==> src/hdl/t9ss_pkg.sv <==
`timescale 1ns / 1ps
// ----------------------------------------------------------------------------
// t9ss_pkg: shared types and constants of the keypad substring search
// Holds the symbol coding, the queue item layouts, the register indexes and
// the character-to-keypad mapping function.
// ----------------------------------------------------------------------------
package t9ss_pkg;

	localparam int unsigned WIN_DEPTH = 16;
	localparam int unsigned SYM_W     = 4;
	localparam int unsigned PAT_W     = 64;
	localparam int unsigned LEN_W     = 5;
	localparam int unsigned CHAR_W    = 8;

	localparam logic [SYM_W-1:0] SPACE_SYM = 4'd10;

	// register indexes of the configuration port
	localparam logic CFG_PATTERN = 1'b0;
	localparam logic CFG_LENGTH  = 1'b1;

	// queue depths between the parts
	localparam int unsigned MID_DEPTH = 2;
	localparam int unsigned OUT_DEPTH = 2;

	typedef struct packed {
		logic [SYM_W-1:0] symbol;
		logic             last;
	} sym_item_t;

	typedef struct packed {
		logic [SYM_W-1:0] symbol;
		logic             matched;
		logic             done;
	} res_item_t;

	// Map one byte to its keypad symbol.
	function automatic logic [SYM_W-1:0] key_of(input logic [CHAR_W-1:0] c);
		logic [CHAR_W-1:0] lc;
		logic [CHAR_W-1:0] l;
		logic [SYM_W-1:0]  k;
		lc = c | 8'h20;
		l  = lc - 8'h61;
		if (c inside {[8'h30:8'h39]}) begin
			k = c[3:0];
		end else if (c == 8'h2B) begin
			k = 4'd0;
		end else if (lc inside {[8'h61:8'h7A]}) begin
			if (l < 8'd3)       k = 4'd2;
			else if (l < 8'd6)  k = 4'd3;
			else if (l < 8'd9)  k = 4'd4;
			else if (l < 8'd12) k = 4'd5;
			else if (l < 8'd15) k = 4'd6;
			else if (l < 8'd19) k = 4'd7;
			else if (l < 8'd22) k = 4'd8;
			else                k = 4'd9;
		end else begin
			k = SPACE_SYM;
		end
		return k;
	endfunction

endpackage

==> src/hdl/t9ss_fifo.sv <==
`timescale 1ns / 1ps
// ----------------------------------------------------------------------------
// t9ss_fifo: small synchronous queue
// Register-based queue with a count; full and empty come from the count.
// ----------------------------------------------------------------------------
module t9ss_fifo #(
	parameter int unsigned WIDTH = 6,
	parameter int unsigned DEPTH = 2
) (
	input  logic             clk,
	input  logic             arst_n,
	input  logic             wr_en,
	input  logic [WIDTH-1:0] wr_data,
	output logic             full,
	input  logic             rd_en,
	output logic [WIDTH-1:0] rd_data,
	output logic             empty
);

	localparam int unsigned PTR_W = (DEPTH > 1) ? $clog2(DEPTH) : 1;
	localparam int unsigned CNT_W = $clog2(DEPTH + 1);
	localparam logic [PTR_W-1:0] LAST_PTR = PTR_W'(DEPTH - 1);
	localparam logic [CNT_W-1:0] FULL_CNT = CNT_W'(DEPTH);

	logic [WIDTH-1:0] mem_q [DEPTH];
	logic [PTR_W-1:0] wr_ptr_q;
	logic [PTR_W-1:0] rd_ptr_q;
	logic [CNT_W-1:0] count_q;
	logic             do_wr;
	logic             do_rd;

	assign full    = (count_q == FULL_CNT);
	assign empty   = (count_q == '0);
	assign do_wr   = wr_en && !full;
	assign do_rd   = rd_en && !empty;
	assign rd_data = mem_q[rd_ptr_q];

	always_ff @(posedge clk) begin
		if (do_wr) begin
			mem_q[wr_ptr_q] <= wr_data;
		end
	end

	always_ff @(posedge clk or negedge arst_n) begin
		if (!arst_n) begin
			wr_ptr_q <= '0;
			rd_ptr_q <= '0;
			count_q  <= '0;
		end else begin
			if (do_wr) begin
				wr_ptr_q <= (wr_ptr_q == LAST_PTR) ? '0 : wr_ptr_q + 1'b1;
			end
			if (do_rd) begin
				rd_ptr_q <= (rd_ptr_q == LAST_PTR) ? '0 : rd_ptr_q + 1'b1;
			end
			if (do_wr && !do_rd) begin
				count_q <= count_q + 1'b1;
			end else if (do_rd && !do_wr) begin
				count_q <= count_q - 1'b1;
			end
		end
	end

endmodule

==> src/hdl/t9ss_front.sv <==
`timescale 1ns / 1ps
// ----------------------------------------------------------------------------
// t9ss_front: input stage of the keypad search
// Accepts one byte per cycle while full is low, maps it to its keypad symbol
// and holds it in a register stage until the middle queue takes it.
// ----------------------------------------------------------------------------
module t9ss_front (
	input  logic                 clk,
	input  logic                 arst_n,
	input  logic                 push,
	output logic                 full,
	input  logic [7:0]           char_code,
	input  logic                 record_end,
	output logic                 item_valid,
	output t9ss_pkg::sym_item_t  item,
	input  logic                 item_ready
);

	import t9ss_pkg::*;

	logic      valid_s1;
	sym_item_t item_s1;
	logic      take;

	// stall only while the stage holds an item that cannot move on
	assign full       = valid_s1 && !item_ready;
	assign take       = push && !full;
	assign item_valid = valid_s1;
	assign item       = item_s1;

	always_ff @(posedge clk or negedge arst_n) begin
		if (!arst_n) begin
			valid_s1 <= 1'b0;
		end else if (take) begin
			valid_s1 <= 1'b1;
		end else if (item_ready) begin
			valid_s1 <= 1'b0;
		end
	end

	always_ff @(posedge clk) begin
		if (take) begin
			item_s1.symbol <= key_of(char_code);
			item_s1.last   <= record_end;
		end
	end

endmodule

==> src/hdl/t9ss_back.sv <==
`timescale 1ns / 1ps
// ----------------------------------------------------------------------------
// t9ss_back: symbol window and pattern match
// Holds the pattern registers, shifts symbols into the window, compares the
// newest symbols against the pattern and keeps the sticky per-record flag.
// ----------------------------------------------------------------------------
module t9ss_back #(
	parameter int unsigned PATTERN_MAX = 16
) (
	input  logic                          clk,
	input  logic                          arst_n,
	input  logic                          cfg_write,
	input  logic                          cfg_addr,
	input  logic [t9ss_pkg::PAT_W-1:0]    cfg_data,
	input  logic                          in_valid,
	input  t9ss_pkg::sym_item_t           in_item,
	output logic                          in_take,
	input  logic                          out_ready,
	output logic                          out_push,
	output t9ss_pkg::res_item_t           out_item
);

	import t9ss_pkg::*;

	localparam logic [LEN_W-1:0] PAT_MAX_C = LEN_W'(PATTERN_MAX);
	localparam logic [LEN_W-1:0] WIN_FULL  = LEN_W'(WIN_DEPTH);

	logic [PAT_W-1:0] pattern_q;
	logic [LEN_W-1:0] length_q;
	logic [SYM_W-1:0] win_q    [WIN_DEPTH];
	logic [SYM_W-1:0] win_next [WIN_DEPTH];
	logic [LEN_W-1:0] fill_q;
	logic [LEN_W-1:0] fill_next;
	logic             match_q;
	logic [LEN_W-1:0] len_eff;
	logic [WIN_DEPTH-1:0] tap_ok;
	logic             hit;
	logic             step;

	assign step     = in_valid && out_ready;
	assign in_take  = step;
	assign out_push = step;

	assign len_eff   = (length_q > PAT_MAX_C) ? PAT_MAX_C : length_q;
	assign fill_next = (fill_q < WIN_FULL) ? fill_q + 1'b1 : fill_q;

	always_comb begin
		win_next[0] = in_item.symbol;
		for (int j = 1; j < WIN_DEPTH; j++) begin
			win_next[j] = win_q[j-1];
		end
	end

	// tap j holds the symbol that lines up with pattern entry len-1-j
	always_comb begin : p_taps
		logic [LEN_W-1:0] pos;
		logic [SYM_W-1:0] want;
		for (int j = 0; j < WIN_DEPTH; j++) begin
			pos       = len_eff - LEN_W'(j) - 1'b1;
			want      = pattern_q[{pos[3:0], 2'b00} +: SYM_W];
			tap_ok[j] = (LEN_W'(j) >= len_eff) || (win_next[j] == want);
		end
	end

	assign hit = (len_eff == '0) || ((fill_next >= len_eff) && (&tap_ok));

	assign out_item.symbol  = in_item.symbol;
	assign out_item.matched = match_q || hit;
	assign out_item.done    = in_item.last;

	always_ff @(posedge clk or negedge arst_n) begin
		if (!arst_n) begin
			pattern_q <= '0;
			length_q  <= '0;
		end else if (cfg_write) begin
			if (cfg_addr == CFG_PATTERN) begin
				pattern_q <= cfg_data;
			end
			if (cfg_addr == CFG_LENGTH) begin
				length_q <= cfg_data[LEN_W-1:0];
			end
		end
	end

	always_ff @(posedge clk or negedge arst_n) begin
		if (!arst_n) begin
			fill_q  <= '0;
			match_q <= 1'b0;
		end else if (step) begin
			if (in_item.last) begin
				fill_q  <= '0;
				match_q <= 1'b0;
			end else begin
				fill_q  <= fill_next;
				match_q <= match_q || hit;
			end
		end
	end

	// window entries past the fill count never decide a match
	always_ff @(posedge clk) begin
		if (step) begin
			for (int j = 0; j < WIN_DEPTH; j++) begin
				win_q[j] <= win_next[j];
			end
		end
	end

`ifndef ASSERT_OFF
	a_empty_pattern_matches: assert property (@(posedge clk) disable iff (!arst_n)
		out_push && (len_eff == '0) |-> out_item.matched)
		else $error("empty pattern did not match");

	a_record_end_clears: assert property (@(posedge clk) disable iff (!arst_n)
		out_push && out_item.done |=> (fill_q == '0) && !match_q)
		else $error("record state not cleared after last character");

	a_fill_bounded: assert property (@(posedge clk) disable iff (!arst_n)
		fill_q <= WIN_FULL)
		else $error("window fill beyond window depth");

	a_match_sticky: assert property (@(posedge clk) disable iff (!arst_n)
		out_push && out_item.matched && !out_item.done |=> match_q)
		else $error("match flag lost within a record");

	a_no_match_short_record: assert property (@(posedge clk) disable iff (!arst_n)
		out_push && (len_eff != '0) && (fill_next < len_eff) |-> out_item.matched == match_q)
		else $error("match raised before enough symbols arrived");
`endif

endmodule

==> src/hdl/t9_substring_search.sv <==
`timescale 1ns / 1ps
// ----------------------------------------------------------------------------
// t9_substring_search: keypad substring search over contact records
// Maps each byte to a keypad symbol and flags records that hold the pattern.
// ----------------------------------------------------------------------------
// Usage:
//   Input side is a queue: drive char_code and record_end with push; the
//   transaction completes on a rising edge with push high and full low.
//   Mark the last byte of each record with record_end.
//   Result side is a queue: while empty is low, mapped_symbol,
//   record_matches and record_done describe the oldest result; a
//   transaction completes on a rising edge with pop high and empty low.
//   Exactly one result per input byte, in order. record_matches is final
//   for the record when record_done is set.
//   Path: input stage register, middle queue, window compare, output queue.
//   Throughput: one byte per cycle unless stalled; the compare is combinational.
//   When the receiver stalls, the output queue fills, then the middle
//   queue, then the input stage raises full; nothing is dropped.
//   Reset clears the queues, the record state and both pattern registers.
//   Write cfg_data to register cfg_addr (0 pattern symbols, 1 pattern
//   length) with cfg_write, only while no transaction is in flight.
// ----------------------------------------------------------------------------
module t9_substring_search #(
	parameter int unsigned PATTERN_MAX = 16
) (
	input  logic                        clk,
	input  logic                        arst_n,
	input  logic                        cfg_write,
	input  logic                        cfg_addr,
	input  logic [t9ss_pkg::PAT_W-1:0]  cfg_data,
	input  logic                        push,
	output logic                        full,
	input  logic [7:0]                  char_code,
	input  logic                        record_end,
	output logic                        empty,
	input  logic                        pop,
	output logic [3:0]                  mapped_symbol,
	output logic                        record_matches,
	output logic                        record_done
);

	import t9ss_pkg::*;

	localparam int unsigned MID_W = $bits(sym_item_t);
	localparam int unsigned RES_W = $bits(res_item_t);

	sym_item_t front_item;
	logic      front_valid;
	logic      mid_full;
	sym_item_t mid_item;
	logic      mid_empty;
	logic      back_take;
	logic      out_full;
	logic      back_push;
	res_item_t back_item;
	res_item_t res_item;

	// map bytes and hold them in the input stage
	t9ss_front u_front (
		.clk        (clk),
		.arst_n     (arst_n),
		.push       (push),
		.full       (full),
		.char_code  (char_code),
		.record_end (record_end),
		.item_valid (front_valid),
		.item       (front_item),
		.item_ready (!mid_full)
	);

	// decouple the mapper from the matcher
	t9ss_fifo #(
		.WIDTH (MID_W),
		.DEPTH (MID_DEPTH)
	) u_mid_q (
		.clk     (clk),
		.arst_n  (arst_n),
		.wr_en   (front_valid),
		.wr_data (front_item),
		.full    (mid_full),
		.rd_en   (back_take),
		.rd_data (mid_item),
		.empty   (mid_empty)
	);

	// advance the window and evaluate the pattern
	t9ss_back #(
		.PATTERN_MAX (PATTERN_MAX)
	) u_back (
		.clk       (clk),
		.arst_n    (arst_n),
		.cfg_write (cfg_write),
		.cfg_addr  (cfg_addr),
		.cfg_data  (cfg_data),
		.in_valid  (!mid_empty),
		.in_item   (mid_item),
		.in_take   (back_take),
		.out_ready (!out_full),
		.out_push  (back_push),
		.out_item  (back_item)
	);

	// hold finished results until the receiver pops them
	t9ss_fifo #(
		.WIDTH (RES_W),
		.DEPTH (OUT_DEPTH)
	) u_out_q (
		.clk     (clk),
		.arst_n  (arst_n),
		.wr_en   (back_push),
		.wr_data (back_item),
		.full    (out_full),
		.rd_en   (pop),
		.rd_data (res_item),
		.empty   (empty)
	);

	assign mapped_symbol  = res_item.symbol;
	assign record_matches = res_item.matched;
	assign record_done    = res_item.done;

endmodule

==> config.mk <==
export PLATFORM = sky130hd
export DESIGN_NAME = t9_substring_search
export DESIGN_NICKNAME = d
export VERILOG_FILES = /design/src/hdl/t9ss_pkg.sv /design/src/hdl/t9ss_fifo.sv /design/src/hdl/t9ss_front.sv /design/src/hdl/t9ss_back.sv /design/src/hdl/t9_substring_search.sv
export SDC_FILE = /design/constraint.sdc
export NUM_CORES = 1
export LEC_CHECK = 0
export ABC_AREA = 1
export BUFFER_PORTS_ARGS = -buffer_cell sky130_fd_sc_hd__clkbuf_2
export CAP_MARGIN = 20
export CORE_AREA = 2 2 224 226
export CTS_CLUSTER_SIZE = 40
export DETAILED_ROUTE_END_ITERATION = 12
export DIE_AREA = 0 0 226 228
export PLACE_DENSITY_LB_ADDON = 0.1
export SLEW_MARGIN = 10
export SYNTH_ARGS = -nofsm -noshare
export SYNTH_HDL_FRONTEND = slang
export SYNTH_HIERARCHICAL = 1
export SYNTH_SLANG_ARGS = --single-unit
export TNS_END_PERCENT = 10
==> constraint.sdc <==
create_clock -name clk -period 4.25 [get_ports clk]
set_input_delay 0.85 -clock clk [delete_from_list [all_inputs] [get_ports clk]]
set_output_delay 0.85 -clock clk [all_outputs]
set_load 0.005 [all_outputs]
==> flow_metrics.env <==
export IMPL_die_height_um=228
export IMPL_ant_nets=0
export IMPL_first_pass_iters=6
export IMPL_powerDensity_mw_per_mm2=633
export IMPL_reg2reg_from="u_back/length_q[4]$_DFFE_PN0P_"
export IMPL_num_rows=82
export IMPL_final_net_count=1874
export IMPL_drv_slew=0
export IMPL_synth_adder_area_share_pct=1.65
export IMPL_synth_area_leaders="edfxtp_1 (21%), nand3_1 (19%), nand2_1 (18%)"
export IMPL_critPathMaxStageDelay_ps=530
export IMPL_crit_path_start="u_back/length_q[4]$_DFFE_PN0P_"
export IMPL_syn_to_final_growth_pct=12.8
export IMPL_synth_cells=1726
export IMPL_tns_ps=0
export IMPL_rsz0062_at_grt="false"
export IMPL_status="finished, final reports clean"
export IMPL_core_mm2=0.0493
export IMPL_die_area_mm2=0.0515
export IMPL_routed_via_density=4.87
export IMPL_hold_viol=0
export IMPL_post_route_cells_drive_above_1_share_pct=11.9
export IMPL_cp_num_buf_inv=3
export IMPL_p_leak_nw=6.73
export IMPL_area_sequential_mm2=0.00472
export IMPL_cp_data_arrival_time_ps=4240
export IMPL_multi_input_area_mm2=0.00646
export IMPL_synthMuxAreaShare_pct=2.78
export IMPL_post_cts_buffers=0
export IMPL_dp_cells=2432
export IMPL_cp_common_cell="nand2_1"
export IMPL_finalClockSkew_ps=11.4
export IMPL_grt_pass1_vias=11800
export IMPL_clock_fmax_mhz=262
export IMPL_fillerInstances=5457
export IMPL_wl_mm=50.7
export IMPL_period_needed_ps=3810
export IMPL_post_synth_top_count_cell="nand2_1"
export IMPL_synth_seq_cells=171
export IMPL_avgSynthCellArea_um2=7.04
export IMPL_yosys_area_top_type="edfxtp_1"
export IMPL_grt_pass1_wl_mm=76.3
export IMPL_cts_max_level=4
export IMPL_ys_types=44
export IMPL_fin_crit_sh_pct=89.7
export IMPL_antenna_found_initial=0
export IMPL_rrSetupSlack_ps=440
export IMPL_peakVddDrop_uv=290
export IMPL_cp_top_family="simple AND/OR/NAND/NOR gates"
export IMPL_yosys_area_share_xor_xnor_pct=1.15
export IMPL_postCtsHoldBufs=0
export IMPL_fp_dieW_um=226
export IMPL_io_pin_count=87
export IMPL_min_path_type="register to register"
export IMPL_worstPathMaxFanout=16
export IMPL_crit_chain="inv_4 > nand2_4 > ha_1 > inv_1 > nand2_1 > nor2_1 > inv_1 > nand2_1 > nand2_1 > nand2_1 > nand2_1 > nand2_1 > nand2_1 > nor2_1 > nand2_1 > nand2_1 > nand2_1 > nor2_1 > nand2_1 > o21bai_2 > nand2_1 > nand2_1"
export IMPL_finalSetupViolCount=0
export IMPL_cp_required_ps=4670
export IMPL_worst_pin_slew_ps=962
export IMPL_grtUsageTotal_pct=20.4
export IMPL_start_util_pct=24.6
export IMPL_gp_congestion=0.945
export IMPL_ys_warn_count=6
export IMPL_fin_hold_ws_ps=448
export IMPL_stdcell_count=2465
export IMPL_max_cap_violations=0
export IMPL_cts_sinks=171
export IMPL_hpwl_mm=40.4
export IMPL_port_buffers=86
export IMPL_worstSetupPathType="register to register"
export IMPL_synth_simple_area_share_pct=43.9
export IMPL_critPathLaunchType="register"
export IMPL_cts_tree="built"
export IMPL_synthesis_area_mm2=0.0122
export IMPL_drc=0
export IMPL_grt_max_degree=77
export IMPL_wl_per_cell_um=20.6
export IMPL_root_buffer="clkbuf_16"
export IMPL_path_clk_slew_ps=70
export IMPL_synth_edff_count=87
export IMPL_slew_headroom_pct=35.9
export IMPL_grt_ovfl_total=0
export IMPL_place_area_mm2=0.0132
export IMPL_endpoint_kind="register"
export IMPL_cpMaxStageDelayCell="dfrtp_1"
export IMPL_clk_latency_ps=490
export IMPL_async_flop_share_pct=49.1
export IMPL_cts_resized=0
export IMPL_ys_top_cells_by_count="nand2_1 (597), nand3_1 (458), inv_1 (133)"
export IMPL_ys_flop_type="edfxtp_1"
export IMPL_numCtsBuffers=17
export IMPL_synth_top_area_share_pct=21.5
export IMPL_synth_fp_nets=1821
export IMPL_vias=12000
export IMPL_fin_area_mm2=0.0137
export IMPL_ys_seq_area_share_pct=38.8
export IMPL_holdCritStartpoint="u_front/item[1]$_DFFE_PP_"
export IMPL_synth_top_family_by_area="simple AND/OR/NAND/NOR gates"
export IMPL_clk_path_buf_depth=2
export IMPL_synth_compound_area_share_pct=3.63
export IMPL_drtIter0Drc=1021
-- power by group --
part           internal [mW]  switching (mW)  leakage, nW
Combinational           1.23            2.75         4.65
Clock                  0.752           0.750        0.250
Sequential              2.56           0.630         1.82
-- layer usage --
layer	track usage, %	wire length, um
met3	4.10	2800
met4	6.31	1120
met5	0	0
met1	27.4	23300
met2	32.9	23400
-- cell usage in the layout (no fill, tap or decap), drive strengths merged --
cell type	netlist	routed
nand2	610	610
nand3	459	459
inv	142	148
clkbuf	12	102
nor2	89	89
edfxtp	87	87
dfrtp	84	84
a21oi	35	35
nand3b	34	34
o21ai	31	31
mux2	30	30
buf	64	25
ha	16	16
xor2	9	9
nand4	5	5
clkinvlp	0	5
xnor2	4	4
clkinv	0	4
o21bai	3	3
o31ai	2	2
nor3	2	2
a31oi	2	2
o22ai	2	2
diode	0	1
a21boi	1	1
a221o	1	1
a22o	1	1
or2	1	1
-- area by class of cell --
class,instances,share of cell area [%]
Antenna cell,1,0.0182
Clock buffer,17,3.10
Clock inverter,15,0.839
Inverter,142,3.91
Multi-Input combinational cell,1337,47.1
Sequential cell,171,34.4
Tap cell,672,6.13
Timing Repair Buffer,110,4.47
-- registers in the layout, summed over array words and instances (netlist names) --
| name | count |
|---|---|
| u_front/item_valid | 1 |
| u_out_q/count_q | 2 |
| u_out_q/mem_q | 12 |
| u_mid_q/rd_ptr_q | 1 |
| u_out_q/rd_ptr_q | 1 |
| u_back/win_q | 60 |
| u_back/pattern_q | 64 |
| u_mid_q/wr_ptr_q | 1 |
| u_out_q/wr_ptr_q | 1 |
| u_back/length_q | 5 |
| u_front/item | 5 |
| u_back/fill_q | 5 |
| u_mid_q/mem_q | 10 |
| u_back/match_q | 1 |
| u_mid_q/count_q | 2 |
-- cells by family (layout without fill, tap and decap cells) --
kind of cell / after synthesis / count (layout)
xor+xnor: 13 / 13
mux: 30 / 30
flops: 171 / 171
fa+ha+maj: 16 / 16
compound gates: 78 / 78
other cells: 0 / 1
simple gates: 1200 / 1200
buf+inv: 218 / 284
-- through the flow --
stage | setup WS (ps) | power (mW) | util (%)
after floorplan | 1230 | 5.65 | -
after global placement | 561 | 7.22 | 26.7
after detailed placement | 516 | 7.19 | 26.7
after CTS | 492 | 8.76 | 27.8
after global routing | 146 | 9.38 | 27.8
final | 439 | 8.68 | 27.8
-- worst reg2reg max path: stages, from the launching register on --
cell and delay, ps:
dfrtp_1 530, inv_4 220, nand2_4 100, ha_1 310, inv_1 530, nand2_1 150, nor2_1 310, inv_1 100
nand2_1 70, nand2_1 110, nand2_1 130, nand2_1 70, nand2_1 50, nand2_1 40, nor2_1 100, nand2_1 150
nand2_1 90, nand2_1 50, nor2_1 180, nand2_1 90, o21bai_2 230, nand2_1 80, nand2_1 60
-- final timing paths --
path                                               endpoint  depth (start not counted)
hold reg to reg               u_mid_q/mem_q[0][1]$_DFFE_PP_                          0
hold / removal                u_mid_q/mem_q[0][1]$_DFFE_PP_                          0
setup / recovery                 u_back/match_q$_DFFE_PN0P_                         22
max in group asynchronous      u_back/fill_q[2]$_DFFE_PN0P_                          2
setup reg to reg                 u_back/match_q$_DFFE_PN0P_                         22
min in group asynchronous  u_back/pattern_q[13]$_DFFE_PN0P_                          1
Note: power is estimated with default switching activity, not from simulation.
